<file path="config.mk">
export PLATFORM = sky130hd
export DESIGN_NAME = limit_switch_debounce_latch_flat
export DESIGN_NICKNAME = d
export VERILOG_FILES = /design/src/rtl/lsdl_pkg.sv /design/src/rtl/lsdl_if.sv /design/src/rtl/lsdl_regs.sv /design/src/rtl/lsdl_lane.sv /design/src/rtl/limit_switch_debounce_latch.sv /design/src/flat_wrapper.sv
export SDC_FILE = /design/constraint.sdc
export NUM_CORES = 1
export LEC_CHECK = 0
export ABC_CLOCK_PERIOD_IN_PS = 5800
export BUFFER_PORTS_ARGS = -buffer_cell sky130_fd_sc_hd__buf_2
export CORE_MARGIN = 2
export CORE_UTILIZATION = 50
export DETAILED_ROUTE_END_ITERATION = 6
export GPL_ROUTABILITY_DRIVEN = 0
export PLACE_DENSITY = 0.68
export REMOVE_ABC_BUFFERS = 1
export SLEW_MARGIN = 5
export SYNTH_ARGS = -nofsm -noshare
export SYNTH_HDL_FRONTEND = slang
export SYNTH_SLANG_ARGS = --single-unit
</file>
<file path="constraint.sdc">
create_clock -name clk -period 5.8 [get_ports clk]
set_input_delay 0.87 -clock clk [delete_from_list [all_inputs] [get_ports clk]]
set_output_delay 0.87 -clock clk [all_outputs]
set_load 0.01 [all_outputs]
</file>
<file path="src/rtl/lsdl_pkg.sv">
`timescale 1ns / 1ps
// ============================================================================
// lsdl_pkg: shared types and constants of the limit-switch debounce latch
// Holds the operation codes, register indexes, the configuration bundle and
// the per-switch lane result bundle.
// ============================================================================
package lsdl_pkg;

    // Default number of switches and the largest supported count.
    localparam int NUM_SWITCHES_DEF = 3;
    localparam int MAX_SWITCHES     = 16;

    // Counter widths and register reset values.
    localparam int TRIG_W = 8;
    localparam int REL_W  = 16;
    localparam logic [TRIG_W-1:0] TRIGGER_RESET = 8'd3;
    localparam logic [REL_W-1:0]  RELEASE_RESET = 16'd100;

    // Configuration port geometry.
    localparam int APB_DATA_W = 32;
    localparam int APB_ADDR_W = 5;

    typedef enum logic [1:0] {
        FUNC_POLL  = 2'd0,
        FUNC_EDGE  = 2'd1,
        FUNC_CLEAR = 2'd2,
        FUNC_ARM   = 2'd3
    } func_t;

    typedef enum logic [2:0] {
        REG_POLARITY    = 3'd0,
        REG_ENABLED     = 3'd1,
        REG_IRQ_ENABLE  = 3'd2,
        REG_TRIGGER     = 3'd3,
        REG_RELEASE     = 3'd4
    } reg_idx_t;

    // Configuration as seen by the lanes; masks are zero-extended.
    typedef struct packed {
        logic [MAX_SWITCHES-1:0] polarity;
        logic [MAX_SWITCHES-1:0] enabled;
        logic [MAX_SWITCHES-1:0] irq_enable;
        logic [TRIG_W-1:0]       trigger_count;
        logic [REL_W-1:0]        release_count;
    } cfg_t;

    // Per-switch status after the current transaction has been applied.
    typedef struct packed {
        logic newly;
        logic latched;
        logic sticky;
        logic active;
    } lane_status_t;

endpackage

</file>
<file path="src/rtl/lsdl_if.sv">
`timescale 1ns / 1ps
// ============================================================================
// lsdl_if: valid/ready channel interfaces of the debounce latch
// lsdl_item_if carries one operation, lsdl_result_if one status result.
// ============================================================================
interface lsdl_item_if #(
    parameter int N = lsdl_pkg::NUM_SWITCHES_DEF
);
    logic         valid;
    logic         ready;
    logic [1:0]   func;
    logic [N-1:0] levels;
    logic [N-1:0] switch_mask;

    modport source (output valid, func, levels, switch_mask, input ready);
    modport sink   (input valid, func, levels, switch_mask, output ready);
endinterface

interface lsdl_result_if #(
    parameter int N = lsdl_pkg::NUM_SWITCHES_DEF
);
    logic         valid;
    logic         ready;
    logic [N-1:0] stop_mask;
    logic [N-1:0] latched_mask;
    logic [N-1:0] triggered_mask;
    logic [N-1:0] active_now_mask;

    modport source (output valid, stop_mask, latched_mask, triggered_mask,
                    active_now_mask, input ready);
    modport sink   (input valid, stop_mask, latched_mask, triggered_mask,
                    active_now_mask, output ready);
endinterface

</file>
<file path="src/rtl/lsdl_regs.sv">
`timescale 1ns / 1ps
// ============================================================================
// lsdl_regs: configuration register file
// APB-style write and read access to polarity, enable, edge enable and the
// trigger and release counts.
// ============================================================================
module lsdl_regs #(
    parameter int N = lsdl_pkg::NUM_SWITCHES_DEF
) (
    input  logic                              clk,
    input  logic                              rst_n,
    input  logic                              psel,
    input  logic                              penable,
    input  logic                              pwrite,
    input  logic [lsdl_pkg::APB_ADDR_W-1:0]   paddr,
    input  logic [lsdl_pkg::APB_DATA_W-1:0]   pwdata,
    output logic [lsdl_pkg::APB_DATA_W-1:0]   prdata,
    output logic                              pready,
    output lsdl_pkg::cfg_t                    cfg
);
    import lsdl_pkg::*;

    logic [N-1:0]      polarity_reg, polarity_next;
    logic [N-1:0]      enabled_reg, enabled_next;
    logic [N-1:0]      irq_enable_reg, irq_enable_next;
    logic [TRIG_W-1:0] trigger_reg, trigger_next;
    logic [REL_W-1:0]  release_reg, release_next;
    logic              wr_en;
    reg_idx_t          idx;

    assign pready = 1'b1;
    assign wr_en  = psel && penable && pwrite && pready;
    assign idx    = reg_idx_t'(paddr[APB_ADDR_W-1:2]);

    always_comb
    begin
        polarity_next    = polarity_reg;
        enabled_next     = enabled_reg;
        irq_enable_next  = irq_enable_reg;
        trigger_next     = trigger_reg;
        release_next     = release_reg;
        prdata           = '0;
        unique case (idx)
            REG_POLARITY:
            begin
                polarity_next = pwdata[N-1:0];
                prdata        = APB_DATA_W'(polarity_reg);
            end
            REG_ENABLED:
            begin
                enabled_next = pwdata[N-1:0];
                prdata       = APB_DATA_W'(enabled_reg);
            end
            REG_IRQ_ENABLE:
            begin
                irq_enable_next = pwdata[N-1:0];
                prdata          = APB_DATA_W'(irq_enable_reg);
            end
            REG_TRIGGER:
            begin
                trigger_next = pwdata[TRIG_W-1:0];
                prdata       = APB_DATA_W'(trigger_reg);
            end
            REG_RELEASE:
            begin
                release_next = pwdata[REL_W-1:0];
                prdata       = APB_DATA_W'(release_reg);
            end
            default:
            begin
                prdata = '0;
            end
        endcase
    end

    always_ff @(posedge clk or negedge rst_n)
    begin
        if (!rst_n)
        begin
            polarity_reg    <= '1;
            enabled_reg     <= '0;
            irq_enable_reg  <= '1;
            trigger_reg     <= TRIGGER_RESET;
            release_reg     <= RELEASE_RESET;
        end
        else if (wr_en)
        begin
            polarity_reg    <= polarity_next;
            enabled_reg     <= enabled_next;
            irq_enable_reg  <= irq_enable_next;
            trigger_reg     <= trigger_next;
            release_reg     <= release_next;
        end
    end

    assign cfg.polarity      = MAX_SWITCHES'(polarity_reg);
    assign cfg.enabled       = MAX_SWITCHES'(enabled_reg);
    assign cfg.irq_enable    = MAX_SWITCHES'(irq_enable_reg);
    assign cfg.trigger_count = trigger_reg;
    assign cfg.release_count = release_reg;

endmodule

</file>
<file path="src/rtl/lsdl_lane.sv">
`timescale 1ns / 1ps
// ============================================================================
// lsdl_lane: debounce and latch state of one switch
// Holds the run counters, latch and sticky flag of one switch and applies
// one operation per cycle when the update strobe is high.
// ============================================================================
module lsdl_lane #(
    parameter int IDX = 0
) (
    input  logic                  clk,
    input  logic                  rst_n,
    input  logic                  update,
    input  lsdl_pkg::func_t       func,
    input  logic                  level,
    input  logic                  addressed,
    input  lsdl_pkg::cfg_t        cfg,
    output lsdl_pkg::lane_status_t status
);
    import lsdl_pkg::*;

    logic [TRIG_W-1:0] active_run_reg, active_run_next, active_inc;
    logic [REL_W-1:0]  inactive_run_reg, inactive_run_next, inactive_inc;
    logic              latched_reg, latched_next;
    logic              sticky_reg, sticky_next;
    logic              en;
    logic              active;
    logic              newly;

    assign en     = cfg.enabled[IDX];
    assign active = en && (level == cfg.polarity[IDX]);

    // Saturating increments of both run counters.
    assign active_inc   = (active_run_reg == '1) ? active_run_reg
                                                 : TRIG_W'(active_run_reg + 1'b1);
    assign inactive_inc = (inactive_run_reg == '1) ? inactive_run_reg
                                                   : REL_W'(inactive_run_reg + 1'b1);

    always_comb
    begin
        active_run_next   = active_run_reg;
        inactive_run_next = inactive_run_reg;
        latched_next      = latched_reg;
        sticky_next       = sticky_reg;
        newly             = 1'b0;
        unique case (func)
            FUNC_POLL:
            begin
                if (en && active)
                begin
                    active_run_next = active_inc;
                    if (active_inc >= cfg.trigger_count)
                    begin
                        inactive_run_next = '0;
                        latched_next      = 1'b1;
                        sticky_next       = sticky_reg || !latched_reg;
                        newly             = !latched_reg;
                    end
                end
                else if (en)
                begin
                    active_run_next = '0;
                    if (latched_reg)
                    begin
                        inactive_run_next = inactive_inc;
                        if (inactive_inc >= cfg.release_count)
                        begin
                            latched_next      = 1'b0;
                            sticky_next       = 1'b0;
                            inactive_run_next = '0;
                        end
                    end
                end
            end
            FUNC_EDGE:
            begin
                if (en && addressed && cfg.irq_enable[IDX] && active && !latched_reg)
                begin
                    latched_next = 1'b1;
                    sticky_next  = 1'b1;
                    newly        = 1'b1;
                end
            end
            FUNC_CLEAR:
            begin
                if (addressed)
                begin
                    latched_next = 1'b0;
                    sticky_next  = 1'b0;
                end
            end
            FUNC_ARM:
            begin
                if (en && addressed)
                begin
                    latched_next      = active;
                    sticky_next       = 1'b0;
                    active_run_next   = '0;
                    inactive_run_next = '0;
                end
            end
            default:
            begin
                newly = 1'b0;
            end
        endcase
    end

    always_ff @(posedge clk or negedge rst_n)
    begin
        if (!rst_n)
        begin
            active_run_reg   <= '0;
            inactive_run_reg <= '0;
            latched_reg      <= 1'b0;
            sticky_reg       <= 1'b0;
        end
        else if (update)
        begin
            active_run_reg   <= active_run_next;
            inactive_run_reg <= inactive_run_next;
            latched_reg      <= latched_next;
            sticky_reg       <= sticky_next;
        end
    end

    assign status.newly   = newly;
    assign status.latched = latched_next;
    assign status.sticky  = sticky_next;
    assign status.active  = active;

endmodule

</file>
<file path="src/rtl/limit_switch_debounce_latch.sv">
`timescale 1ns / 1ps
// ============================================================================
// limit_switch_debounce_latch: limit-switch qualifier with debounce and latch
// Debounces up to NUM_SWITCHES limit-switch pins from poll ticks, latches on
// edge events, clears or re-arms, and reports new latches as stop requests.
// ============================================================================
// Order: an accepted transaction is captured in the item register; the result
// register is loaded from it once the result slot is empty or being drained.
// Throughput: one transaction per cycle unless results back up; an item's
// lane state update and result register load happen in the same cycle.
// Reset: rst_n is asynchronous and active low; it clears the counters, latch
// and sticky flags and both valid flags, and loads the configuration defaults.
module limit_switch_debounce_latch #(
    parameter int NUM_SWITCHES = lsdl_pkg::NUM_SWITCHES_DEF
) (
    input  logic                              clk,
    input  logic                              rst_n,
    lsdl_item_if.sink                         item_in,
    lsdl_result_if.source                     result_out,
    input  logic                              psel,
    input  logic                              penable,
    input  logic                              pwrite,
    input  logic [lsdl_pkg::APB_ADDR_W-1:0]   paddr,
    input  logic [lsdl_pkg::APB_DATA_W-1:0]   pwdata,
    output logic [lsdl_pkg::APB_DATA_W-1:0]   prdata,
    output logic                              pready
);
    import lsdl_pkg::*;

    // The design has two register stages. The item register captures an
    // accepted transaction. The lanes evaluate it against their stored state,
    // commit the new state, and the result register captures the status.
    // Both stages move together whenever the result register is empty or
    // being drained, so a new transaction can be taken while an earlier
    // result is still waiting downstream.

    cfg_t                    cfg;
    lane_status_t            lane_status [NUM_SWITCHES];

    logic                    item_vld_reg;
    logic [1:0]              func_reg;
    logic [NUM_SWITCHES-1:0] levels_reg;
    logic [NUM_SWITCHES-1:0] sel_reg;

    logic                    res_vld_reg;
    logic [NUM_SWITCHES-1:0] stop_reg;
    logic [NUM_SWITCHES-1:0] latched_reg;
    logic [NUM_SWITCHES-1:0] triggered_reg;
    logic [NUM_SWITCHES-1:0] active_reg;

    logic [NUM_SWITCHES-1:0] stop_next;
    logic [NUM_SWITCHES-1:0] latched_next;
    logic [NUM_SWITCHES-1:0] triggered_next;
    logic [NUM_SWITCHES-1:0] active_next;

    logic                    advance;
    logic                    commit;
    logic                    item_take;

    // The execute stage may move when the result slot is free or being taken.
    assign advance   = !res_vld_reg || result_out.ready;
    assign commit    = item_vld_reg && advance;
    assign item_in.ready = !item_vld_reg || advance;
    assign item_take = item_in.valid && item_in.ready;

    lsdl_regs #(
        .N (NUM_SWITCHES)
    ) u_regs (
        .clk     (clk),
        .rst_n   (rst_n),
        .psel    (psel),
        .penable (penable),
        .pwrite  (pwrite),
        .paddr   (paddr),
        .pwdata  (pwdata),
        .prdata  (prdata),
        .pready  (pready),
        .cfg     (cfg)
    );

    // One lane per switch; each lane commits only when the item executes.
    for (genvar gi = 0; gi < NUM_SWITCHES; gi++)
    begin : g_lane
        lsdl_lane #(
            .IDX (gi)
        ) u_lane (
            .clk       (clk),
            .rst_n     (rst_n),
            .update    (commit),
            .func      (func_t'(func_reg)),
            .level     (levels_reg[gi]),
            .addressed (sel_reg[gi]),
            .cfg       (cfg),
            .status    (lane_status[gi])
        );

        assign stop_next[gi]      = lane_status[gi].newly;
        assign latched_next[gi]   = lane_status[gi].latched;
        assign triggered_next[gi] = lane_status[gi].sticky;
        assign active_next[gi]    = lane_status[gi].active;
    end

    // Item register: valid flag under reset, payload without.
    always_ff @(posedge clk or negedge rst_n)
    begin
        if (!rst_n)
        begin
            item_vld_reg <= 1'b0;
        end
        else if (item_in.ready)
        begin
            item_vld_reg <= item_in.valid;
        end
    end

    always_ff @(posedge clk)
    begin
        if (item_take)
        begin
            func_reg   <= item_in.func;
            levels_reg <= item_in.levels;
            sel_reg    <= item_in.switch_mask;
        end
    end

    // Result register.
    always_ff @(posedge clk or negedge rst_n)
    begin
        if (!rst_n)
        begin
            res_vld_reg <= 1'b0;
        end
        else if (advance)
        begin
            res_vld_reg <= item_vld_reg;
        end
    end

    always_ff @(posedge clk)
    begin
        if (commit)
        begin
            stop_reg      <= stop_next;
            latched_reg   <= latched_next;
            triggered_reg <= triggered_next;
            active_reg    <= active_next;
        end
    end

    assign result_out.valid           = res_vld_reg;
    assign result_out.stop_mask       = stop_reg;
    assign result_out.latched_mask    = latched_reg;
    assign result_out.triggered_mask  = triggered_reg;
    assign result_out.active_now_mask = active_reg;

    // A stop request is only raised for a switch that ends up latched.
    a_stop_implies_latched: assert property (
        @(posedge clk) disable iff (!rst_n)
        res_vld_reg |-> ((stop_reg & ~latched_reg) == '0)
    ) else $error("stop bit set for a switch that is not latched");

    // Every executed transaction produces a pending result.
    a_commit_fills_result: assert property (
        @(posedge clk) disable iff (!rst_n)
        commit |=> res_vld_reg
    ) else $error("executed transaction produced no result");

    // A stalled item stays in the item register unchanged.
    a_item_held_on_stall: assert property (
        @(posedge clk) disable iff (!rst_n)
        (item_vld_reg && !advance) |=>
            (item_vld_reg && $stable(func_reg) && $stable(levels_reg)
             && $stable(sel_reg))
    ) else $error("stalled item was lost or changed");

endmodule

</file>
<file path="src/flat_wrapper.sv">
// flat-port wrapper written by rule: the top's interface ports become plain ports
module limit_switch_debounce_latch_flat import lsdl_pkg::*;
#(
    parameter int NUM_SWITCHES = lsdl_pkg::NUM_SWITCHES_DEF
)
  (clk, rst_n, psel, penable, pwrite, paddr, pwdata, prdata, pready, item_in_valid, item_in_func, item_in_levels, item_in_switch_mask, item_in_ready, result_out_valid, result_out_stop_mask, result_out_latched_mask, result_out_triggered_mask, result_out_active_now_mask, result_out_ready);
  lsdl_item_if #(.N((NUM_SWITCHES_DEF))) item_in_i ();
  lsdl_result_if #(.N((NUM_SWITCHES_DEF))) result_out_i ();
  input  logic clk;
  input  logic rst_n;
  input  logic psel;
  input  logic penable;
  input  logic pwrite;
  input  logic [lsdl_pkg::APB_ADDR_W-1:0] paddr;
  input  logic [lsdl_pkg::APB_DATA_W-1:0] pwdata;
  output logic [lsdl_pkg::APB_DATA_W-1:0] prdata;
  output logic pready;
  input wire logic [$bits(item_in_i.valid)-1:0] item_in_valid;
  input wire logic [$bits(item_in_i.func)-1:0] item_in_func;
  input wire logic [$bits(item_in_i.levels)-1:0] item_in_levels;
  input wire logic [$bits(item_in_i.switch_mask)-1:0] item_in_switch_mask;
  output wire logic [$bits(item_in_i.ready)-1:0] item_in_ready;
  output wire logic [$bits(result_out_i.valid)-1:0] result_out_valid;
  output wire logic [$bits(result_out_i.stop_mask)-1:0] result_out_stop_mask;
  output wire logic [$bits(result_out_i.latched_mask)-1:0] result_out_latched_mask;
  output wire logic [$bits(result_out_i.triggered_mask)-1:0] result_out_triggered_mask;
  output wire logic [$bits(result_out_i.active_now_mask)-1:0] result_out_active_now_mask;
  input wire logic [$bits(result_out_i.ready)-1:0] result_out_ready;
  assign item_in_i.valid = item_in_valid;
  assign item_in_i.func = item_in_func;
  assign item_in_i.levels = item_in_levels;
  assign item_in_i.switch_mask = item_in_switch_mask;
  assign item_in_ready = item_in_i.ready;
  assign result_out_valid = result_out_i.valid;
  assign result_out_stop_mask = result_out_i.stop_mask;
  assign result_out_latched_mask = result_out_i.latched_mask;
  assign result_out_triggered_mask = result_out_i.triggered_mask;
  assign result_out_active_now_mask = result_out_i.active_now_mask;
  assign result_out_i.ready = result_out_ready;
  limit_switch_debounce_latch #(.NUM_SWITCHES(NUM_SWITCHES)) u_core (.clk(clk), .rst_n(rst_n), .item_in(item_in_i), .result_out(result_out_i), .psel(psel), .penable(penable), .pwrite(pwrite), .paddr(paddr), .pwdata(pwdata), .prdata(prdata), .pready(pready));
endmodule
</file>
==> run metrics, run 1 <==
capture instance of the worst register-to-register path=u_core.g_lane[0].u_lane.inactive_run_reg[5]; largest net degree at the start of global routing=63; beginning of the critical path=u_core.g_lane[0].u_lane.inactive_run_reg[5]; Total Nets Final=1272; peak supply drop=between 0.2 and 0.25 mV; antenna violations before repair=2; max-capacitance violation count=0; count of pins over their slew limit=0; Critical Path AT=4.74 ns; largest delay contributor family on the critical path=simple AND/OR/NAND/NOR gates; final hold vios=0; cts-stage hold buffer count=0; fraction of registers with async set/reset=0.850; setup repair after global routing missed its margin=no; part of the power in combinational logic=0.250; power per cell area=300 mW/mm^2; row cnt=50; category of the most critical setup path=reg -> reg; hold path cells=1; share of power burned in registers=0.381; clock insertion delay at the later pin of the skew report=0.42 ns; most area-hungry cell type in the Yosys netlist=dfrtp_1; post-synthesis cell count=1092; routing usage on met1=0.333; flop2flop setup slack=1.36 ns; max reg flops=48; fraction of met2 tracks used by global routing=0.399; Die Width=142 um; IO buf count=63; Clock power frac=0.369; worst-margin pin slew=0.996 ns; Detailed Place HPWL=18000 um; leading cell type in the layout, fill and taps excluded=nand2_1; post-DR wirelength/cell=17.7 um; most utilized layer in the global route result=met2; average vias per placed instance=roughly 6; f_max=0.225 GHz; drt drc=0; Resized Gates After CTS=0; number of clock buffers inserted by TritonCTS=17; destination of the worst hold path=u_core.result_out.valid; remaining antenna violation count=0; worst hold path type=reg -> reg; area enclosed by the die boundary=a little over 0.02 sq mm; Final TNS setup=0 ns; Worst setup SP type=register; required arrival time at the worst endpoint=6.10 ns; number of iterations in the first detailed-routing pass=5; clock tree from TritonCTS=done; Synth Flop Type=dfrtp_1; Critical Path, Cell by Cell=nand4_1, nor4_1, and3_1, nand3_1, o21a_1, ha_1, nand4_1, or3_1, or4_4, nand3_1, nor2_1, a221o_1; maximum root-to-sink buffer count=2; distinct cell type count of the synthesized netlist=69; startpoint of the worst register-to-register path=u_core.g_lane[0].u_lane.inactive_run_reg[5]; area share of the largest cell type after synthesis=0.268; number of H-tree branching levels=4; run status=finished, final reports clean; maximum net fanout on the critical path=9; initial standard-cell utilization of the core=0.509; EDFF count, synth=20; part of the Yosys area used for sequential elements=0.362; DRC violation total after the first TritonRoute iteration=roughly 620; overall routed net length=24500 um; Hold Crit Start=u_core.item_vld_reg; clock sinks=133; switching component of the power=1.04 mW; worst clock skew=between 0.007 and 0.008 ns; switching fraction of total power=0.327; gr ovfl total=0; Vert. Die Dim=between 100 and 150 um; Core ar.=0.0187 sq mm; total via count in the routed design=8329; top-level I/O count=99; Layout fillers=~1.7k; highest-delay cell along the critical path=nor4_1; CP Capture Type=register; total standard cell area after synthesis=0.00952 sq mm; cell count of the worst reg-to-reg path=12; share of final-layout standard cells stronger than drive strength 1=0.117; met3 Use GR=0.0542; FF+latch count, synth=133; Area growth, synth to finish=11.3%; Synth Warn #=0; vias in the first global route=7677; part of the cycle the worst path needs=0.765; tightest slew margin relative to the limit=0.335; ranking of synthesized cells by area=dfrtp_1, ha_1, edfxtp_1; delay of the slowest critical-path stage=0.64 ns; synthesized area per cell=8.72 sq um; clock-pin slew on the worst setup and hold paths=0.06 ns; P_int=2.14 mW; All-Layer GR Usage=0.247; most frequent cells in the layout=nand2_1, dfrtp_1, nor2_1; Buf/Inv on CP=0; clock period minus final worst setup slack=4.44 ns; Finish-stage setup viols=0; buffer cell driving the clock tree root=clkbuf_16; wire length of the first global-routing pass=~40000 um; total setup buffers inserted after CTS=0; static leakage=between 4 and 5 nW; overall power consumption=3.18 mW
-- synth_stat cells, types with 4 or more instances --
cell type,n
edfxtp_1,20
dfstp_2,11
o22a_1,5
a31oi_1,13
a2111oi_0,6
ha_1,82
o21ai_0,68
nor2b_1,7
or3_1,8
mux2i_1,11
buf_4,18
a41o_1,4
nand3_1,53
and2_1,10
xnor2_1,24
o21a_1,19
o31ai_1,10
o21ai_1,6
nor2_1,99
or4_1,5
a22o_1,34
o2bb2ai_1,5
nor3_1,28
mux2_2,14
and4_1,7
nand2_1,114
clkbuf_1,37
xor2_1,16
a21oi_1,54
nand2b_1,22
nand4_1,27
a21o_1,13
nor4_1,6
o21bai_1,7
dfrtp_1,102
and3_1,21
o22ai_1,6
inv_1,47
-- how the worst max path moves through the flow --
stage | endpoint | slack [ns] | cells past startpoint
after floorplan | u_core.g_lane[1].u_lane.inactive_run_reg[5] | 1.97 | 14
after global placement | u_core.g_lane[2].u_lane.inactive_run_reg[1] | 1.43 | 14
after detailed placement | u_core.g_lane[0].u_lane.inactive_run_reg[5] | 1.40 | 12
after CTS | u_core.g_lane[0].u_lane.inactive_run_reg[5] | 1.37 | 12
after global routing | u_core.g_lane[2].u_lane.inactive_run_reg[1] | 1.09 | 14
final | u_core.g_lane[0].u_lane.inactive_run_reg[5] | 1.36 | 12
-- power groups by stage --
stage	registers [mW]	clock network, mW	logic, mW
after global routing	1.23	1.23	0.906
after CTS	1.21	1.19	0.795
after detailed placement	1.22	0	0.787
after floorplan	1.19	0	0.542
final	1.21	1.18	0.795
after global placement	1.22	0	0.761
-- layout make-up --
class                      instances  area [sq um]  share of cell area
antenna                            1          2.50            0.000236
clock buffer                      21           503              0.0475
clock inverter                    11           144              0.0136
inverter                          47           176              0.0166
multi-input combinational        869          5670               0.535
sequential                       133          3440               0.325
tap                              234           293              0.0276
timing repair buffer              70           370              0.0350
-- per-stage QoR --
| stage | cell area [sq um] | instances | utilization | hold slack (ns) | setup slack, ns |
|---|---|---|---|---|---|
| final | 10600 | 1386 | 0.566 | 0.514 | 1.36 |
| after global routing | 10600 | 1385 | 0.566 | 0.567 | 1.09 |
| after CTS | 10600 | 1385 | 0.566 | 0.519 | 1.37 |
| after detailed placement | 9950 | 1353 | 0.532 | 0.512 | 1.40 |
| after global placement | 9950 | 1353 | 0.532 | 0.502 | 1.43 |
| after floorplan | 9280 | 1049 | - | 0.480 | 1.97 |
-- kinds of logic (layout without fill, tap and decap cells) --
family          count (synthesis)  count (layout)  share of synthesized area
compound gates                285             285                      0.201
other cells                     2              18                   0.000789
simple gates                  420             420                      0.214
buf+inv                       105             149                     0.0495
mux                            25              25                     0.0281
xor+xnor                       40              40                     0.0368
flops                         133             133                      0.362
fa+ha+maj                      82              82                      0.108
-- routing by layer --
| metal | routed length, um | part of all wire | vias up |
|---|---|---|---|
| met4 | 507 | 0.021 | 0 |
| met1 | 11100 | 0.45 | 3945 |
| li1 | - | - | 4075 |
| met3 | 1550 | 0.063 | 37 |
| met5 | 0 | 0 | - |
| met2 | 11300 | 0.46 | 272 |
Note: power is estimated with default switching activity, not from simulation.
==> run 2: changes to the inputs <==
--- a/config.mk
+++ b/config.mk
@@ -5,13 +5,13 @@
 export SDC_FILE = /design/constraint.sdc
 export NUM_CORES = 1
 export LEC_CHECK = 0
-export ABC_CLOCK_PERIOD_IN_PS = 5800
+export ABC_CLOCK_PERIOD_IN_PS = 3650
 export BUFFER_PORTS_ARGS = -buffer_cell sky130_fd_sc_hd__buf_2
 export CORE_MARGIN = 2
 export CORE_UTILIZATION = 50
 export DETAILED_ROUTE_END_ITERATION = 6
 export GPL_ROUTABILITY_DRIVEN = 0
-export PLACE_DENSITY = 0.68
+export PLACE_DENSITY = 0.71
 export REMOVE_ABC_BUFFERS = 1
 export SLEW_MARGIN = 5
 export SYNTH_ARGS = -nofsm -noshare
==> constraint.sdc (replaced) <==
create_clock -name clk -period 3.65 [get_ports clk]
set_input_delay 0.5475 -clock clk [delete_from_list [all_inputs] [get_ports clk]]
set_output_delay 0.5475 -clock clk [all_outputs]
set_load 0.01 [all_outputs]
==> run metrics, run 2 (synthesis results as in run 1) <==
clock tree from TritonCTS=done; clock-pin slew on the worst setup and hold paths=0.06 ns; switching fraction of total power=0.325; row cnt=50; Core ar.=0.0187 sq mm; cell mode on critical path=o21ai_0; number of H-tree branching levels=4; share of power burned in registers=0.356; highest-delay cell along the critical path=or4_4; average vias per placed instance=5.92; part of the cycle the worst path needs=0.972; power per cell area=about 460 mW/mm^2; Layout fillers=approximately 1.6k; overall routed net length=26500 um; worst clock skew=0.0128 ns; DRC violation total after the first TritonRoute iteration=613; tightest slew margin relative to the limit=0.441; Critical Path AT=3.73 ns; required arrival time at the worst endpoint=3.83 ns; Clock power frac=0.355; clock insertion delay at the later pin of the skew report=about 0.44 ns; count of pins over their slew limit=0; clock period minus final worst setup slack=roughly 3.5 ns; IO buf count=between 60 and 70; wire length of the first global-routing pass=42300 um; static leakage=roughly 5.4 nW; remaining antenna violation count=0; switching component of the power=1.72 mW; most frequent cells in the layout=nand2_1, buf_4, dfrtp_1; Die Width=142 um; overall power consumption=around 5.3 mW; f_max=about 0.28 GHz; Vert. Die Dim=142 um; category of the most critical setup path=reg -> reg; top-level I/O count=99; final hold vios=0; max-capacitance violation count=0; number of iterations in the first detailed-routing pass=7; clock sinks=around 130; buffer cell driving the clock tree root=clkbuf_16; Total Nets Final=1378; Detailed Place HPWL=19500 um; post-DR wirelength/cell=17.8 um; setup repair after global routing missed its margin=yes; drt drc=5; peak supply drop=~0.38 mV; Worst setup SP type=register; maximum root-to-sink buffer count=2; Util after Layout=0.621; All-Layer GR Usage=0.268; delay of the slowest critical-path stage=about 0.52 ns; Area growth, synth to finish=21.9%; number of clock buffers inserted by TritonCTS=17; vias in the first global route=8454; worst hold path type=in -> async; worst-margin pin slew=roughly 0.83 ns; gr ovfl total=0; failing checks=design-rule violations; CP Capture Type=register; leading cell type in the layout, fill and taps excluded=nand2_1; run status=finished, violations left; antenna violations before repair=1; initial standard-cell utilization of the core=0.509; part of the power in combinational logic=0.289; total via count in the routed design=8838; area enclosed by the die boundary=0.0202 sq mm; Critical Path, Cell by Cell=and4_1, nand3_1, nor4_1, o21ai_0, o21ai_0, ha_1, nand2_1, or3_4, or4_4, and3_4, o31ai_4, o21ai_1; max reg flops=48; P_int=between 3 and 4 mW; Finish-stage setup viols=0; share of final-layout standard cells stronger than drive strength 1=0.215; largest net degree at the start of global routing=59; maximum net fanout on the critical path=4; cts-stage hold buffer count=0
## run 2: changes by cell type in the layout (fill, tap and decap cells not counted), sizes merged
cell	previous run	this run
buf	70	176
clkbuf	21	17
clkinv	7	9
bufinv	3	5
## run 2: final cells by class
type | instances | area [sq um] | area share
clock buffers | 17 | 425 | 0.0366
clock inverters | 15 | 211 | 0.0182
inverters | 47 | 176 | 0.0152
well taps | 234 | 293 | 0.0252
repair buffers | 176 | 1200 | 0.103
flip-flops and latches | 133 | 3450 | 0.297
diodes | 1 | 2.50 | 0.000216
multi-input cells | 869 | 5860 | 0.504
## run 2: path summary, 6_finish.rpt
| check | slack, ns | to | startpoint | depth (start not counted) |
|---|---|---|---|---|
| hold reg to reg | 0.52 | u_core.result_out.valid | u_core.item_vld_reg | 1 |
| min in group clk | 0.28 | u_core.sel_reg[2] | item_in_switch_mask[2] | 1 |
| setup / recovery | 0.10 | u_core.result_out.triggered_mask[0] | u_core.g_lane[0].u_lane.inactive_run_reg[5] | 12 |
| max in group asynchronous | 2.64 | u_core.u_regs.polarity_reg[2] | rst_n | 2 |
| hold / removal | 0.20 | u_core.g_lane[0].u_lane.latched_reg | rst_n | 1 |
| setup reg to reg | 0.10 | u_core.result_out.triggered_mask[0] | u_core.g_lane[0].u_lane.inactive_run_reg[5] | 12 |
## run 2: power groups by stage
stage / clock network [mW] / logic (mW) / registers [mW]
detailed placement: 0 / 1.44 / 1.90
global route: 1.96 / 1.71 / 1.90
floorplan: 0 / 0.861 / 1.89
finish: 1.88 / 1.53 / 1.88
global placement: 0 / 1.39 / 1.89
CTS: 1.90 / 1.46 / 1.87
## run 2: worst max-delay path, delay by kind of cell (launching register included)
family | cells | cell delay [ns]
DFF | 1 | 0.39
and+or+nand+nor | 7 | 2.06
adders and majority gates | 1 | 0.21
AOI/OAI and AO/OA | 4 | 0.59
## run 2: metal layers
metal | vias to the layer above | global-route usage | part of all wire
li1 | 4287 | - | -
met1 | 4258 | 0.339 | 0.43
met2 | 254 | 0.457 | 0.49
met3 | 39 | 0.0528 | 0.057
met4 | 0 | 0.0921 | 0.019
met5 | - | 0 | 0
## run 2: through the flow
stage | hold slack [ns] | setup WS, ns | area, sq um | cells | setup TNS (ns)
2_1_floorplan | 0.252 | -0.184 | 9280 | 1049 | -1.08
3_3_place_gp | 0.508 | -0.117 | 10700 | 1453 | -0.197
3_5_place_dp | 0.520 | -0.206 | 10700 | 1453 | -0.863
4_1_cts | 0.222 | 0.000214 | 11400 | 1485 | 0
5_1_grt | 0.258 | -0.0509 | 11600 | 1491 | -0.357
6_report | 0.200 | 0.101 | 11600 | 1492 | 0
## run 2: repair_timing
action                     in CTS  in global routing
buffers inserted                0                  6
pin swaps                       1                 14
gates resized for setup        14                 31
setup endpoints to repair      20                 56
==> run 3: changes to the inputs <==
--- a/config.mk
+++ b/config.mk
@@ -7,12 +7,10 @@
 export LEC_CHECK = 0
 export ABC_CLOCK_PERIOD_IN_PS = 3650
 export BUFFER_PORTS_ARGS = -buffer_cell sky130_fd_sc_hd__buf_2
-export CORE_MARGIN = 2
-export CORE_UTILIZATION = 50
+export CORE_UTILIZATION = 55
 export DETAILED_ROUTE_END_ITERATION = 6
 export GPL_ROUTABILITY_DRIVEN = 0
-export PLACE_DENSITY = 0.71
-export REMOVE_ABC_BUFFERS = 1
+export PLACE_DENSITY = 0.77
 export SLEW_MARGIN = 5
 export SYNTH_ARGS = -nofsm -noshare
 export SYNTH_HDL_FRONTEND = slang
==> run metrics, run 3 (synthesis results as in run 1) <==
wire length of the first global-routing pass=42400 um; buffer cell driving the clock tree root=clkbuf_16; initial standard-cell utilization of the core=0.568; Worst setup SP type=register; clock tree from TritonCTS=done; area enclosed by the die boundary=0.0178 sq mm; most utilized layer in the global route result=met2; All-Layer GR Usage=0.304; vias in the first global route=roughly 8.6k; total via count in the routed design=9004; IO buf count=63; DRC violation total after the first TritonRoute iteration=756; worst hold path type=in -> async; Finish-stage setup viols=0; Critical Path AT=around 3.9 ns; clock-pin slew on the worst setup and hold paths=~0.06 ns; run status=finished, final reports clean; category of the most critical setup path=reg -> reg; max-capacitance violation count=0; static leakage=5.34 nW; power per cell area=437 mW/mm^2; required arrival time at the worst endpoint=3.96 ns; clock insertion delay at the later pin of the skew report=0.43 ns; number of H-tree branching levels=4; part of the cycle the worst path needs=0.987; routing usage on met1=0.375; met3 Use GR=0.0571; post-DR wirelength/cell=18.1 um; Layout fillers=1292; row cnt=47; drt drc=0; maximum net fanout on the critical path=3; count of pins over their slew limit=0; number of clock buffers inserted by TritonCTS=17; Total Nets Final=1372; largest net degree at the start of global routing=65; remaining antenna violation count=0; Die Width=134 um; max reg flops=48; leading cell type in the layout, fill and taps excluded=nand2_1; top-level I/O count=approximately 100; overall routed net length=26700 um; cts-stage hold buffer count=0; antenna violations before repair=0; Detailed Place HPWL=19400 um; peak supply drop=0.391 mV; area of combinational cells with multiple inputs=0.00592 sq mm; maximum root-to-sink buffer count=2; average vias per placed instance=6.12; overall power consumption=5.03 mW; worst clock skew=around 0.0087 ns; combined flip-flop and latch cell area=0.00344 sq mm; Util after Layout=0.687; setup repair after global routing missed its margin=yes; number of antenna repair diodes=0; CP Capture Type=register; tightest slew margin relative to the limit=0.421; f_max=between 0.2 and 0.3 GHz; fraction of met2 tracks used by global routing=0.516; Area growth, synth to finish=20.9%; number of iterations in the first detailed-routing pass=6; most frequent cells in the layout=nand2_1, buf_4, dfrtp_1; clock sinks=133; clock period minus final worst setup slack=between 3 and 4 ns; gr ovfl total=0; final hold vios=0; share of final-layout standard cells stronger than drive strength 1=0.219; Core ar.=0.0168 sq mm; Vert. Die Dim=134 um; worst-margin pin slew=0.861 ns; Post-Route Hold Slack=0.145 ns
[run 3: cell types whose count changed in the layout (fill, tap and decap cells not counted), moves of 4 or more]
| cell | before | now |
|---|---|---|
| clkbuf_8 | 0 | 4 |
| buf_4 | 111 | 102 |
| a21oi_1 | 54 | 50 |
| buf_6 | 0 | 5 |
| bufinv_16 | 5 | 0 |
| o21ai_0 | 66 | 62 |
| a21oi_2 | 0 | 4 |
[run 3: where the power goes]
part / internal, mW / leakage [nW] / switching [mW]
clock network: 0.936 / 0.262 / 0.661
registers: 1.72 / 1.63 / 0.168
logic: 0.653 / 3.45 / 0.898
[run 3: repair_timing]
item	4_1_cts	5_1_grt
endpoints found under the hold margin	0	0
endpoints found under the setup margin	28	60
setup buffers	5	4
gates resized for setup	13	52
pin swaps	9	9
[run 3: metal layers]
metal	share of wire	wire [um]	up-vias
met5	0	0	-
met4	0.030	811	0
met3	0.063	1680	57
met2	0.49	13100	339
met1	0.42	11100	4341
li1	-	-	4267
[run 3: final timing paths]
check                                                                 start                                          end  slack (ns)  depth (start not counted)
worst min-delay path                                                  rst_n    u_core.g_lane[0].u_lane.active_run_reg[3]        0.14                          1
worst max register to register  u_core.g_lane[0].u_lane.inactive_run_reg[7]  u_core.g_lane[0].u_lane.inactive_run_reg[5]        0.05                         13
worst min register to register                          u_core.item_vld_reg                      u_core.result_out.valid        0.52                          1
worst max-delay path            u_core.g_lane[0].u_lane.inactive_run_reg[7]  u_core.g_lane[0].u_lane.inactive_run_reg[5]        0.05                         13
min in group clk                                            item_in_func[1]                           u_core.func_reg[1]        0.29                          1
max in group asynchronous                                             rst_n                u_core.u_regs.polarity_reg[1]        2.67                          2
[run 3: final cells by class]
type | instances | area share
multi-input combinational | 869 | 0.515
sequential | 133 | 0.299
timing repair buffer | 170 | 0.100
clock buffer | 24 | 0.0427
tap | 220 | 0.0239
inverter | 47 | 0.0153
clock inverter | 8 | 0.00446
[run 3: worst max-delay path, cell delays in order, from the launching register on]
cell	delay, ns
dfrtp_1	0.37
nand4_1	0.22
nor4_4	0.40
and3_4	0.26
nand3_4	0.06
o21a_1	0.13
ha_1	0.29
nand4_1	0.11
or3_4	0.40
or4_4	0.50
buf_6	0.14
and3_4	0.17
and3_4	0.17
a221o_1	0.25
[run 3: stage by stage]
stage	worst slack (ns)	setup TNS, ns	instances	instance area, sq um
floorplan	0.00671	0	1107	9600
global placement	-0.0592	-0.125	1432	10700
detailed placement	-0.121	-0.944	1432	10700
CTS	-0.0447	-0.146	1469	11300
global route	-0.0601	-0.344	1471	11500
finish	0.0480	0	1471	11500
